**src/rtl/cgs_pkg.sv**
```systemverilog
// ----------------------------------------------------------------------------
// cgs_pkg
// Shared constants and types of the colour map gradient sampler.
// ----------------------------------------------------------------------------
package cgs_pkg;

  // Defaults for the top-level parameters
  localparam int MaxStopsDef     = 7;
  localparam int PositionBitsDef = 16;

  // Fixed field widths
  localparam int LevelW  = 16;
  localparam int ChanW   = 8;
  localparam int WordW   = 48;
  localparam int CountW  = 3;
  localparam int QuotW   = 8;
  localparam int AddrW   = 6;
  localparam int DataW   = 64;

  // Register indexes
  localparam logic [2:0] RegStopCount = 3'd0;
  localparam logic [2:0] RegStopWord0 = 3'd1;

  // Opaque black for an empty map
  localparam logic [ChanW-1:0] ChanMax = 8'd255;

  // Four channels packed red[31:24], green[23:16], blue[15:8], alpha[7:0]
  typedef logic [3:0][ChanW-1:0] rgba_t;

  // Control that travels with every pipeline stage
  typedef struct packed {
    logic valid;
    logic flat;
  } pipe_ctl_t;

endpackage

```
**src/rtl/cgs_div_stage.sv**
```systemverilog
// ----------------------------------------------------------------------------
// cgs_div_stage
// One restoring division step: settle one quotient bit for all channels.
// ----------------------------------------------------------------------------
module cgs_div_stage #(
  parameter int POSITION_BITS = 16,
  parameter int BIT           = 7
) (
  input  logic                             clk,
  input  logic                             rst,
  input  logic                             en,
  input  cgs_pkg::pipe_ctl_t               ctl_in,
  input  cgs_pkg::rgba_t                   col0_in,
  input  logic [3:0][POSITION_BITS+9:0]    rem_in,
  input  logic [POSITION_BITS:0]           den_in,
  input  cgs_pkg::rgba_t                   q_in,
  output cgs_pkg::pipe_ctl_t               ctl,
  output cgs_pkg::rgba_t                   col0,
  output logic [3:0][POSITION_BITS+9:0]    rem,
  output logic [POSITION_BITS:0]           den,
  output cgs_pkg::rgba_t                   q
);
  import cgs_pkg::*;

  localparam int NumW = POSITION_BITS + 10;

  logic [NumW-1:0]      shifted;
  logic [3:0][NumW-1:0] rem_next;
  rgba_t                q_next;

  assign shifted = NumW'(den_in) << BIT;

  // Subtract the shifted divisor where it fits
  always_comb begin
    q_next = q_in;
    for (int k = 0; k < 4; k++) begin
      rem_next[k] = rem_in[k];
      if (rem_in[k] >= shifted) begin
        rem_next[k]     = rem_in[k] - shifted;
        q_next[k][BIT]  = 1'b1;
      end
    end
  end

  always_ff @(posedge clk) begin
    if (rst) begin
      ctl.valid <= 1'b0;
    end else if (en) begin
      ctl.valid <= ctl_in.valid;
    end
  end

  always_ff @(posedge clk) begin
    if (en) begin
      ctl.flat <= ctl_in.flat;
      col0     <= col0_in;
      rem      <= rem_next;
      den      <= den_in;
      q        <= q_next;
    end
  end

endmodule
```
**config.mk**
```make
export PLATFORM = sky130hd
export DESIGN_NAME = cgs_div_stage
export DESIGN_NICKNAME = d
export VERILOG_FILES = /design/src/rtl/cgs_pkg.sv /design/src/rtl/cgs_div_stage.sv
export SDC_FILE = /design/constraint.sdc
export NUM_CORES = 1
export LEC_CHECK = 0
export CAP_MARGIN = 20
export CORE_AREA = 2 2 145 147
export CTS_CLUSTER_DIAMETER = 60
export DETAILED_ROUTE_END_ITERATION = 8
export DIE_AREA = 0 0 147 149
export DONT_BUFFER_PORTS = 1
export SETUP_SLACK_MARGIN = 0.02
export SLEW_MARGIN = 40
export SYNTH_ARGS = -nofsm -noshare
export SYNTH_HDL_FRONTEND = slang
export SYNTH_SLANG_ARGS = --single-unit
export TNS_END_PERCENT = 5
```
**constraint.sdc**
```tcl
create_clock -name clk -period 4.6 [get_ports clk]
set_input_delay 0.23 -clock clk [delete_from_list [all_inputs] [get_ports clk]]
set_output_delay 0.23 -clock clk [all_outputs]
set_load 0.005 [all_outputs]
```
Word-level counts from Yosys, hierarchy flattened
Index checks and enable logic that the tools add are counted.

operators by class
  add/sub/neg operators = 4
  order comparisons = 4
  mux-type cells = 4

operators by type and width
  operator        count
  $ge 26x24->1    4
  $mux 26         4
  $sub 26x24->26  4

storage, ports and cells
  bits in registers = 187
  input port bits = 190
  output and inout port bits = 187
  logic and storage cells = 31

Longest topological paths before layout
  depth in word-level cells = 2
  mapped depth = 12
  gate-level depth less buffers = 11

Worst setup path after synthesis
No wires, ideal clock.

  kind = input to register
  from = input den_in[1]
  to = register q[15] (netlist bit) (data pin)
  library setup time = 0.262 ns
  arrival time = 2.305 ns
  required time = 4.338 ns
  setup slack = 2.033 ns
  stages = 9
  path buffers = 1
  cells stage by stage = inv_1 ha_1 nor2b_1 o31a_1 or3_1 a21oi_2 o221ai_2 buf_2 or2_2

between the ends
  cells in the longest elaborated chain, start to end = 1

ends and longest elaborated chain
  item                  line                 source
  start, declared       cgs_div_stage.sv:15  input logic [POSITION_BITS:0] den_in,
  $ge 26x24->1          cgs_div_stage.sv:38  if (rem_in[k] >= shifted) begin
  end signal, assigned  cgs_div_stage.sv:59  q <= q_next;
  end, declared         cgs_div_stage.sv:21  output cgs_pkg::rgba_t q

Every way passes these cells.
A chain may end at the register's enable or synchronous reset.

==> qor.yml <==
power:
  ir_worst_vdd_mv: 0.240
  p_leak_nw: 4.59
  p_per_area_nw_per_um2: 367
clocking:
  cts_max_level: 4
  clk_pin_slew_worst_paths_ns: 0.08
  cts_resized: 0
  hold_buffers: 132
  cts_root_buffer: "clkbuf_16"
  numCtsBuffers: 17
  post_cts.repair.setup_buffers: 0
  clock_path_buffers: 2
  cts_tree: "yes"
  cts_sinks: 187
  clk_latency_ns: 0.44
run_status:
  status: "finished, violations left"
  violations: "negative hold slack"
setup_path:
  path_cells: "inv_1 > ha_1 > nand2b_1 > a21oi_1 > o31ai_1 > a21oi_1 > nor4_4 > buf_4 > mux2_2"
  start_kind: "input pin"
  worst-setup-path-type: "input pin to register"
  worst-path-stages: 9
  worstPathMaxFanout: 22
  cp-end-kind: "register"
  cp.required_ns: 4.79
  reg2regPathDepth: 3
  critPathMostFrequentCell: "a21oi_1"
  path_buf_inv: 2
  critPathMaxStageDelay_ns: 0.61
  crit_slowest_cell: "nor4_4"
  rrSetupSlack_ns: 3.45
  cp_top_family: "buffers and inverters"
  cp.arrival_ns: 3.04
timing:
  timing.fmax_mhz: 352
  tns_ns: 0
  finalMaxSlewViolations: 0
  whs_ns: -0.111
  grt_setup_unrepaired: "false"
  final-setup-viol-count: 0
  tightest_slew_ns: 0.660
  fin_skew_ns: 0
  timing.final.crit_period_ns: 2.84
  hold_viol_final: 47
  slew-limit-headroom_pct: 54.9
  period_share_pct: 61.8
routing:
  routedWlPerCell_um: 22.5
  routed_via_density: 5.84
  routed_wl_um: 28700
  vias: 7462
  ant_nets: 0
  drtIter0Drc: 542
  dr.pass1.iters: 5
  drc_errors: 0
logic_synthesis:
  synthesis.nets: 1119
  async_flop_share_pct: 0
  synth-simple-area-share_pct: 10.1
  ys_types: 62
  synth_compound_area_share_pct: 15.4
  syn_inst: 857
  synth_warnings: 0
  synth_xor_xnor_area_share_pct: 5.03
  ys_seq_elements: 187
  seq_area_frac_synth_pct: 55.5
  muxShareOfSynthArea_pct: 2.35
  synth_top_flop_cell: "edfxtp_1"
  synth_adder_area_share_pct: 9.21
  synth_top_family_by_area: "compound AO/OA/AOI/OAI gates"
  synth_area_um2: 10100
  synth_area_per_cell_um2: 11.8
  synth_edf_count: 186
grt:
  grt_usage_pct: 25.3
  grt_pass1_vias: 7455
  antenna_found_initial: 0
  grt_pass1_wl_um: 41500
  grt_max_degree: 188
  overflow: 0
placement:
  port_buffers: 0
  hpwl_um: 20400
  routabilityCongestion: 0.913
floorplanning:
  die_area_um2: 21900
  die_h_um: 149
  initial_core_util_pct: 49.2
  row_count: 53
  die_w_um: 147
  core_um2: 20600
  ioPinCount: 377
hold_path:
  hold_depth: 0
  min_path_type: "input pin to register"
cells_and_area:
  layout.nets: 1252
  fill_cells: 1645
  multi_input_area_um2: 4260
  diodes: 0
  mostFrequentLayoutCells: "186 x edfxtp_1, 135 x dlygate4sd3_1, 92 x a21oi_1, 77 x nor2_1, 68 x ha_1"
  areaGrowthSynthToFinish_pct: 21.7
  final_layout_size_suffix_gt1_share_pct: 6.58
  final_common_cell: "edfxtp_1"
  fin_util_pct: 59.8
  regArea_um2: 5610
run:
  drv_cap: 0
cells by family after synthesis:
logic type,Yosys count
flops,187
compound gates,251
fa+ha+maj,72
buf+inv,56
mux,21
simple gates,212
xor+xnor,58
worst register-to-register path, cell delays in order, from the launching register on:
cell,delay [ns]
dfxtp_1,0.33
mux2i_1,0.12
nor2_1,0.05
dlygate4sd3_1,0.54
registers in the layout (all words and copies together), names as in the netlist:
| name | flops |
|---|---|
| ctl | 2 |
| col0 | 32 |
| den | 17 |
| q | 32 |
| rem | 104 |
area by class of cell:
| type | count | area share [%] |
|---|---|---|
| clock buffer | 18 | 3.49 |
| clock inverter | 14 | 1.36 |
| inverter | 32 | 0.977 |
| multi-input combinational | 614 | 34.6 |
| sequential | 187 | 45.6 |
| tap | 275 | 2.80 |
| timing repair buffer | 138 | 11.2 |
report_power, final:
part	internal (W)	total, W	switching [W]
clock	0.000779	0.00149	0.000715
combinational	0.000369	0.000783	0.000414
sequential	0.00212	0.00224	0.000117
total	0.00327	0.00451	0.00125
cells in the mapped netlist (11+ instances only):
library cell,n,area [um^2]
nand3_1,11,55.1
nand2b_1,12,75.1
o21ai_0,50,250
mux2_2,18,203
clkbuf_1,13,48.8
ha_1,68,851
a21oi_1,92,460
o21a_1,17,128
a211oi_1,11,82.6
nand4_1,11,68.8
inv_1,32,120
nand2_1,52,195
xnor2_1,36,315
nor2_1,77,289
a21o_1,20,150
edfxtp_1,186,5590
xor2_1,22,193
worst paths after layout:
path	end	start
worst max register to register	ctl[1]$_SDFFE_PP0P_	ctl[1]$_SDFFE_PP0P_
worst max-delay path	rem[60]$_DFFE_PP_	den_in[1]
worst min-delay path	rem[5]$_DFFE_PP_	en
worst min register to register	ctl[1]$_SDFFE_PP0P_	ctl[1]$_SDFFE_PP0P_
metal layers:
layer | GRT usage (%) | share of wire (%) | wire length [um] | up-vias
li1 | - | - | - | 3519
met1 | 28.2 | 38 | 10900 | 3558
met2 | 45.3 | 51 | 14800 | 338
met3 | 8.04 | 7.9 | 2270 | 47
met4 | 9.62 | 2.7 | 775 | 0
met5 | 0 | 0 | 0 | -
stage by stage:
stage	hold WS [ns]	setup WS (ns)	power, W	cell area, um^2	cells
2_1_floorplan	0.302	2.03	0.00276	10100	857
3_3_place_gp	0.304	1.37	0.00294	10300	1111
3_5_place_dp	0.307	1.30	0.00295	10400	1111
4_1_cts	-0.112	1.76	0.00454	12300	1275
5_1_grt	-0.125	1.53	0.00470	12300	1278
6_report	-0.111	1.76	0.00451	12300	1278
Power figures use the tool's default switching activity.
