<file path="config.mk">
export PLATFORM = sky130hd
export DESIGN_NAME = cgs_prep
export DESIGN_NICKNAME = d
export VERILOG_FILES = /design/src/rtl/cgs_pkg.sv /design/src/rtl/cgs_prep.sv
export SDC_FILE = /design/constraint.sdc
export NUM_CORES = 2
export LEC_CHECK = 0
export BUFFER_PORTS_ARGS = -buffer_cell sky130_fd_sc_hd__buf_4
export CAP_MARGIN = 25
export CORE_MARGIN = 2
export CORE_UTILIZATION = 48
export CTS_BUF_LIST = sky130_fd_sc_hd__clkbuf_8
export CTS_CLUSTER_SIZE = 8
export DETAILED_ROUTE_END_ITERATION = 7
export GPL_TIMING_DRIVEN = 1
export PLACE_DENSITY = 0.65
export SKIP_LAST_GASP = 1
export SYNTH_ARGS = -nofsm -noshare
export SYNTH_HDL_FRONTEND = slang
export SYNTH_SLANG_ARGS = --single-unit
export TNS_END_PERCENT = 5
</file>
<file path="constraint.sdc">
create_clock -name clk -period 12.7 [get_ports clk]
set_input_delay 3.175 -clock clk [delete_from_list [all_inputs] [get_ports clk]]
set_output_delay 3.175 -clock clk [all_outputs]
set_load 0.005 [all_outputs]
</file>
<file path="src/rtl/cgs_pkg.sv">
// ----------------------------------------------------------------------------
// cgs_pkg
// Shared constants and types of the colour map gradient sampler.
// ----------------------------------------------------------------------------
package cgs_pkg;

  // Defaults for the top-level parameters
  localparam int MaxStopsDef     = 7;
  localparam int PositionBitsDef = 16;

  // Fixed field widths
  localparam int LevelW  = 16;
  localparam int ChanW   = 8;
  localparam int WordW   = 48;
  localparam int CountW  = 3;
  localparam int QuotW   = 8;
  localparam int AddrW   = 6;
  localparam int DataW   = 64;

  // Register indexes
  localparam logic [2:0] RegStopCount = 3'd0;
  localparam logic [2:0] RegStopWord0 = 3'd1;

  // Opaque black for an empty map
  localparam logic [ChanW-1:0] ChanMax = 8'd255;

  // Four channels packed red[31:24], green[23:16], blue[15:8], alpha[7:0]
  typedef logic [3:0][ChanW-1:0] rgba_t;

  // Control that travels with every pipeline stage
  typedef struct packed {
    logic valid;
    logic flat;
  } pipe_ctl_t;

endpackage

</file>
<file path="src/rtl/cgs_prep.sv">
// ----------------------------------------------------------------------------
// cgs_prep
// Stage two: form the rounded dividend and divisor for every channel.
// ----------------------------------------------------------------------------
module cgs_prep #(
  parameter int POSITION_BITS = 16
) (
  input  logic                                   clk,
  input  logic                                   rst,
  input  logic                                   en,
  input  cgs_pkg::pipe_ctl_t                     ctl_in,
  input  cgs_pkg::rgba_t                         col0_in,
  input  cgs_pkg::rgba_t                         col1_in,
  input  logic [POSITION_BITS-1:0]               off,
  input  logic [POSITION_BITS-1:0]               rng,
  output cgs_pkg::pipe_ctl_t                     ctl,
  output cgs_pkg::rgba_t                         col0,
  output logic [3:0][POSITION_BITS+9:0]          rem,
  output logic [POSITION_BITS:0]                 den
);
  import cgs_pkg::*;

  localparam int NumW = POSITION_BITS + 10;

  logic signed [NumW-1:0] prod_a [4];
  logic signed [NumW-1:0] prod_b [4];
  logic signed [NumW-1:0] numv   [4];
  logic signed [8:0]      diff   [4];
  logic [3:0][NumW-1:0]   rem_next;

  // num = c0*range + off*(c1-c0); dividend = 2*num + range
  always_comb begin
    for (int k = 0; k < 4; k++) begin
      diff[k]   = $signed({1'b0, col1_in[k]}) - $signed({1'b0, col0_in[k]});
      prod_a[k] = $signed({{(NumW-8){1'b0}}, col0_in[k]})
                * $signed({{(NumW-POSITION_BITS){1'b0}}, rng});
      prod_b[k] = $signed({{(NumW-9){diff[k][8]}}, diff[k]})
                * $signed({{(NumW-POSITION_BITS){1'b0}}, off});
      numv[k]   = prod_a[k] + prod_b[k];
      rem_next[k] = NumW'({numv[k][NumW-2:0], 1'b0})
                  + NumW'({{(NumW-POSITION_BITS){1'b0}}, rng});
    end
  end

  always_ff @(posedge clk) begin
    if (rst) begin
      ctl.valid <= 1'b0;
    end else if (en) begin
      ctl.valid <= ctl_in.valid;
    end
  end

  // Zero-width segment keeps the left stop
  always_ff @(posedge clk) begin
    if (en) begin
      ctl.flat <= ctl_in.flat || (rng == '0);
      col0     <= col0_in;
      rem      <= rem_next;
      den      <= {rng, 1'b0};
    end
  end

endmodule

</file>
* Word-level counts from Yosys, hierarchy flattened *
Cells that the tools add are included.

storage, ports and cells
  input bits = 101
  flip-flop bits (word level) = 154
  output and inout bits = 155
  word-level logic and storage cells = 33

operators by class
  reduce and logical (&&, ||, !) cells = 2
  multipliers = 8
  add/sub/neg operators = 12

operator list
  operator                                       number
  26-bit by 16-bit adder with 26-bit output      4
  25-bit adder                                   4
  9-bit by 17-bit multiplier with 25-bit output  4
  8-bit by 16-bit multiplier with 24-bit output  4
  8-bit by 8-bit subtractor with 9-bit output    4
  16-bit zero test                               1
  1-bit logical OR                               1

* Longest topological paths before layout *
  word-level depth = 4
  gate-level depth with buffers = 37
  depth with buffers taken out = 36

* Worst setup path after synthesis *
No wires, ideal clock.

  path type = in2reg
  start point = input port rng[4]
  end point = register rem[100] in the netlist's numbering, data pin
  arrival time = 10.465 ns
  buffers on the path = 1
  path slack = 1.977 ns
  stages = 29
  data required time = 12.441 ns
  setup time = 0.259 ns
  path through = clkbuf_1 -> nand2_1 -> fa_1 -> fa_1 -> inv_1 -> fa_1 -> inv_1 -> fa_1 -> inv_1 -> ha_1 -> a21oi_1 -> xnor2_1 -> fa_1 -> fa_1 -> fa_1 -> ha_1 -> or3_1 -> o21ai_0 -> nor2b_1 -> o21a_1 -> nor2_1 -> xnor2_1 -> ha_1 -> and2_1 -> o31ai_1 -> a211o_1 -> nand4b_1 -> or3_1 -> xor2_1

RTL lines
  item                  line            source
  start, declared       cgs_prep.sv:15  input logic [POSITION_BITS-1:0] rng,
  end signal, assigned  cgs_prep.sv:58  rem <= rem_next;
  end, declared         cgs_prep.sv:18  output logic [3:0][POSITION_BITS+9:0] rem,

==> impl.org <==
** Run status
- Result of the run :: completed

** Drt
- For this block, the via count after detailed routing is 35,000.
- Dividing the detail-routed wire length by the instance count gives 18.6 um.
- For this run, design rule violations remaining after detail routing come to 0.
- In this run, the number of DRC markers left after iteration 0 of detailed routing was 1,826.
- In the routed layout, each cell is associated on average with a via count of 5.39.
- Summed over all layers, the routed wires come to 121,000 um.
- First-pass detailed-route iteration total :: 5
- Once detail routing completed, the nets flagged for antenna violations numbered 0.

** Placed design
- Final Wtd Congestion :: 0.882
- Port Buffers :: 254
- Summed over all nets, the half-perimeter wirelength after detailed placement is 92,100 um.

** Setup path
- Delay of the slowest cell on the worst path :: 0.56 ns
- CP endpoint kind :: flop
- The cell family contributing the most delay on the critical path is adder cells.
- Max stage delay cell, worst path :: sky130_fd_sc_hd__o311ai_0
- In this design, the critical path's most frequently occurring cell is sky130_fd_sc_hd__fa_1.
- Critical-path maximum fanout :: 38
- Arrival time of data at the critical path endpoint :: 11.55 ns
- The number of buffers and inverters on the critical path is 6.
- Worst Path Class, Setup :: input pin to flop
- The worst setup path is launched from an input pin.
- For the worst setup path, the data required time is 13.07 ns.

** Finish
- Leading cell types in the layout, fill and taps excluded :: sky130_fd_sc_hd__inv_1, sky130_fd_sc_hd__fa_1, sky130_fd_sc_hd__and2_1
- Combined area of the multi-input logic cells :: 0.0378 mm2
- For this run, the post-layout net count is 6,675.
- Summing all flip-flop and latch instances after layout gives 0.00449 mm2.
- Of the cells placed in the final design, the portion with a size suffix greater than 1 is 8.09%.
- Fill cells :: 9,142
- Compared with the post-synthesis result, the final layout area differs by 7.69%.
- Most common cell after layout, fill and taps aside :: sky130_fd_sc_hd__inv_1

** Global routing
- Summed over all layers, the global routing overflow is 0.
- The initial antenna violation count was 2.
- Total GRT Usage :: 25.8%
- The first global-routing pass estimated 201,000 um of wire.
- Entering global routing, the biggest net connects 60 pins.
- Vias in the first global route :: 38,100

** Synth
- A synthesized cell averages 9.17 um2.
- Net count of the mapped netlist :: 6,543
- Cells after Synth :: 5,074
- Number of enable-type register cells in the synthesized netlist :: 149
- Counting flops with an async set or reset pin after synthesis yields a share of 0%.
- The synthesized netlist occupies a cell area of 0.0465 mm2.
- Synth warn :: 0
- Of the synthesized area, sequential elements account for 9.66%.
- After synthesis, the netlist uses 96 different library cells.
- Most used flip-flop cell after synthesis :: sky130_fd_sc_hd__edfxtp_1
- Register bit count reported by yosys :: 150

** Job
- Max-cap violations in this run came to 0.

** Clocking
- TritonCTS built the clock tree.
- Buffers inserted to repair hold after CTS numbered 0.
- The cell sitting at the root of the clock tree is a sky130_fd_sc_hd__clkbuf_8.
- The clock passes through at most 2 buffers.
- Post-CTS setup repair buffer count :: 0
- Clock-pin slew was measured on the worst setup and hold paths at 0.10 ns.
- Gates resized, CTS repair :: 0
- Clock sink count :: 150
- Source-to-sink clock delay at the later pin of the worst-skew pair :: 0.60 ns
- Counting the buffers created by CTS gives 17.
- Count of H-tree levels built during CTS :: 4

** Die
- Initial core utilization :: 48.2%
- Measured along the x axis, the die boundary spans 315 um.
- Die boundary height :: 315 um
- Total I/O pin count :: 256
- CORE AREA :: 0.0964 mm2
- Number of cell rows :: 114
- The die covers 0.0994 mm2.

** Timing
- Fin crit period :: 11.18 ns
- Pins Over Slew Limit :: 0
- Setup repair after global routing left no endpoint under its margin.
- Static timing analysis puts the maximum clock frequency at 0.0894 GHz.
- Setup violations remaining at the end of the flow were counted as 0.
- At the pin with the least slew margin, the transition time is 0.998 ns.
- The worst path uses 88.0% of the clock period.
- Headroom to the max-slew limit :: 33.1%
- For the final database, setup skew stands at 0 ns.
- In the final timing run, aggregate negative setup slack is 0 ns.
- The final count of hold timing violations was 0.

** Worst hold path
- The path class of the tightest hold or removal check is flop to flop.
==> worst paths after layout <==
path,from,end,slack [ns],cells after the start
hold / removal,ctl[1],ctl[1],0.51,2
setup / recovery,rng[1],rem[50],1.52,30
hold reg to reg,ctl[1],ctl[1],0.51,2
setup reg to reg,ctl[1],ctl[1],12.11,2
==> layer usage <==
metal / GRT usage (%) / vias to the layer above / routed length, um
li1: - / 16100 / -
met1: 32.7 / 17900 / 50700
met2: 45.0 / 837 / 59700
met3: 3.53 / 190 / 5860
met4: 9.34 / 0 / 4240
met5: 0 / - / 0
==> cells in the mapped netlist (6+ instances only) <==
| cell type | instances | area, um2 |
|---|---|---|
| sky130_fd_sc_hd__inv_1 | 952 | 3570 |
| sky130_fd_sc_hd__nor2b_1 | 30 | 188 |
| sky130_fd_sc_hd__a21o_1 | 67 | 503 |
| sky130_fd_sc_hd__nand2_1 | 545 | 2050 |
| sky130_fd_sc_hd__o211ai_1 | 13 | 97.6 |
| sky130_fd_sc_hd__o31ai_1 | 8 | 60.1 |
| sky130_fd_sc_hd__or2_2 | 46 | 288 |
| sky130_fd_sc_hd__a31o_2 | 6 | 52.6 |
| sky130_fd_sc_hd__xor2_1 | 78 | 683 |
| sky130_fd_sc_hd__o21ai_0 | 69 | 345 |
| sky130_fd_sc_hd__o21bai_1 | 39 | 293 |
| sky130_fd_sc_hd__a21boi_0 | 8 | 60.1 |
| sky130_fd_sc_hd__fa_1 | 824 | 16500 |
| sky130_fd_sc_hd__nor2_1 | 136 | 510 |
| sky130_fd_sc_hd__o21a_1 | 30 | 225 |
| sky130_fd_sc_hd__nor3_1 | 46 | 230 |
| sky130_fd_sc_hd__o41a_1 | 6 | 67.6 |
| sky130_fd_sc_hd__nand3_1 | 36 | 180 |
| sky130_fd_sc_hd__nor4_1 | 11 | 68.8 |
| sky130_fd_sc_hd__a21oi_1 | 163 | 816 |
| sky130_fd_sc_hd__xnor2_1 | 182 | 1590 |
| sky130_fd_sc_hd__clkbuf_1 | 175 | 657 |
| sky130_fd_sc_hd__o21ai_1 | 17 | 85.1 |
| sky130_fd_sc_hd__nand2b_1 | 109 | 682 |
| sky130_fd_sc_hd__and2_1 | 549 | 3430 |
| sky130_fd_sc_hd__nand4_1 | 10 | 62.6 |
| sky130_fd_sc_hd__a31oi_1 | 19 | 119 |
| sky130_fd_sc_hd__or3_1 | 22 | 138 |
| sky130_fd_sc_hd__and3_1 | 31 | 194 |
| sky130_fd_sc_hd__o211a_1 | 10 | 100 |
| sky130_fd_sc_hd__ha_1 | 544 | 6810 |
| sky130_fd_sc_hd__a211oi_1 | 21 | 158 |
| sky130_fd_sc_hd__o31a_1 | 6 | 52.6 |
| sky130_fd_sc_hd__edfxtp_1 | 149 | 4470 |
==> tightest hold or removal path, delay by kind of cell, from the launching register on <==
| family | cells | cell delay, ns |
|---|---|---|
| DFF | 1 | 0.34 |
| and+or+nand+nor | 1 | 0.08 |
| muxes | 1 | 0.06 |
==> kinds of logic after synthesis <==
| logic type | share of synthesized area [%] |
|---|---|
| adders and majority gates | 50.1 |
| buffers and inverters | 9.22 |
| and+or+nand+nor | 18.0 |
| other | 0.00806 |
| DFF | 9.66 |
| xor gates and xnor gates | 4.98 |
| AOI/OAI and AO/OA | 8.03 |
| muxes | 0.0457 |
==> area by class of cell <==
type,count,share of cell area [%]
Clock buffer,17,0.467
Timing Repair Buffer,297,4.46
Antenna cell,3,0.0150
Clock inverter,14,0.347
Tap cell,1276,3.19
Multi-Input combinational cell,3788,75.4
Sequential cell,150,8.97
Inverter,952,7.13
==> state kept, by name (all words and copies together) (netlist names) <==
name	flops
den	15
rem	101
col0	32
ctl	2
==> stage by stage <==
stage | setup WS (ns) | utilization, % | hold slack (ns) | cells | area, um2
final | 1.52 | 52.0 | 0.513 | 6497 | 50100
after global routing | 0.938 | 51.9 | 0.560 | 6496 | 50100
after CTS | 1.59 | 51.9 | 0.531 | 6494 | 50100
after detailed placement | 0.880 | 51.5 | 0.505 | 6463 | 49700
after global placement | 1.03 | 51.5 | 0.484 | 6463 | 49700
after floorplan | 1.98 | - | 0.485 | 5074 | 46500
Power is left out: the tool's default activity adds up to more than one toggle a clock period on the data nets, which glitch-free logic cannot reach.
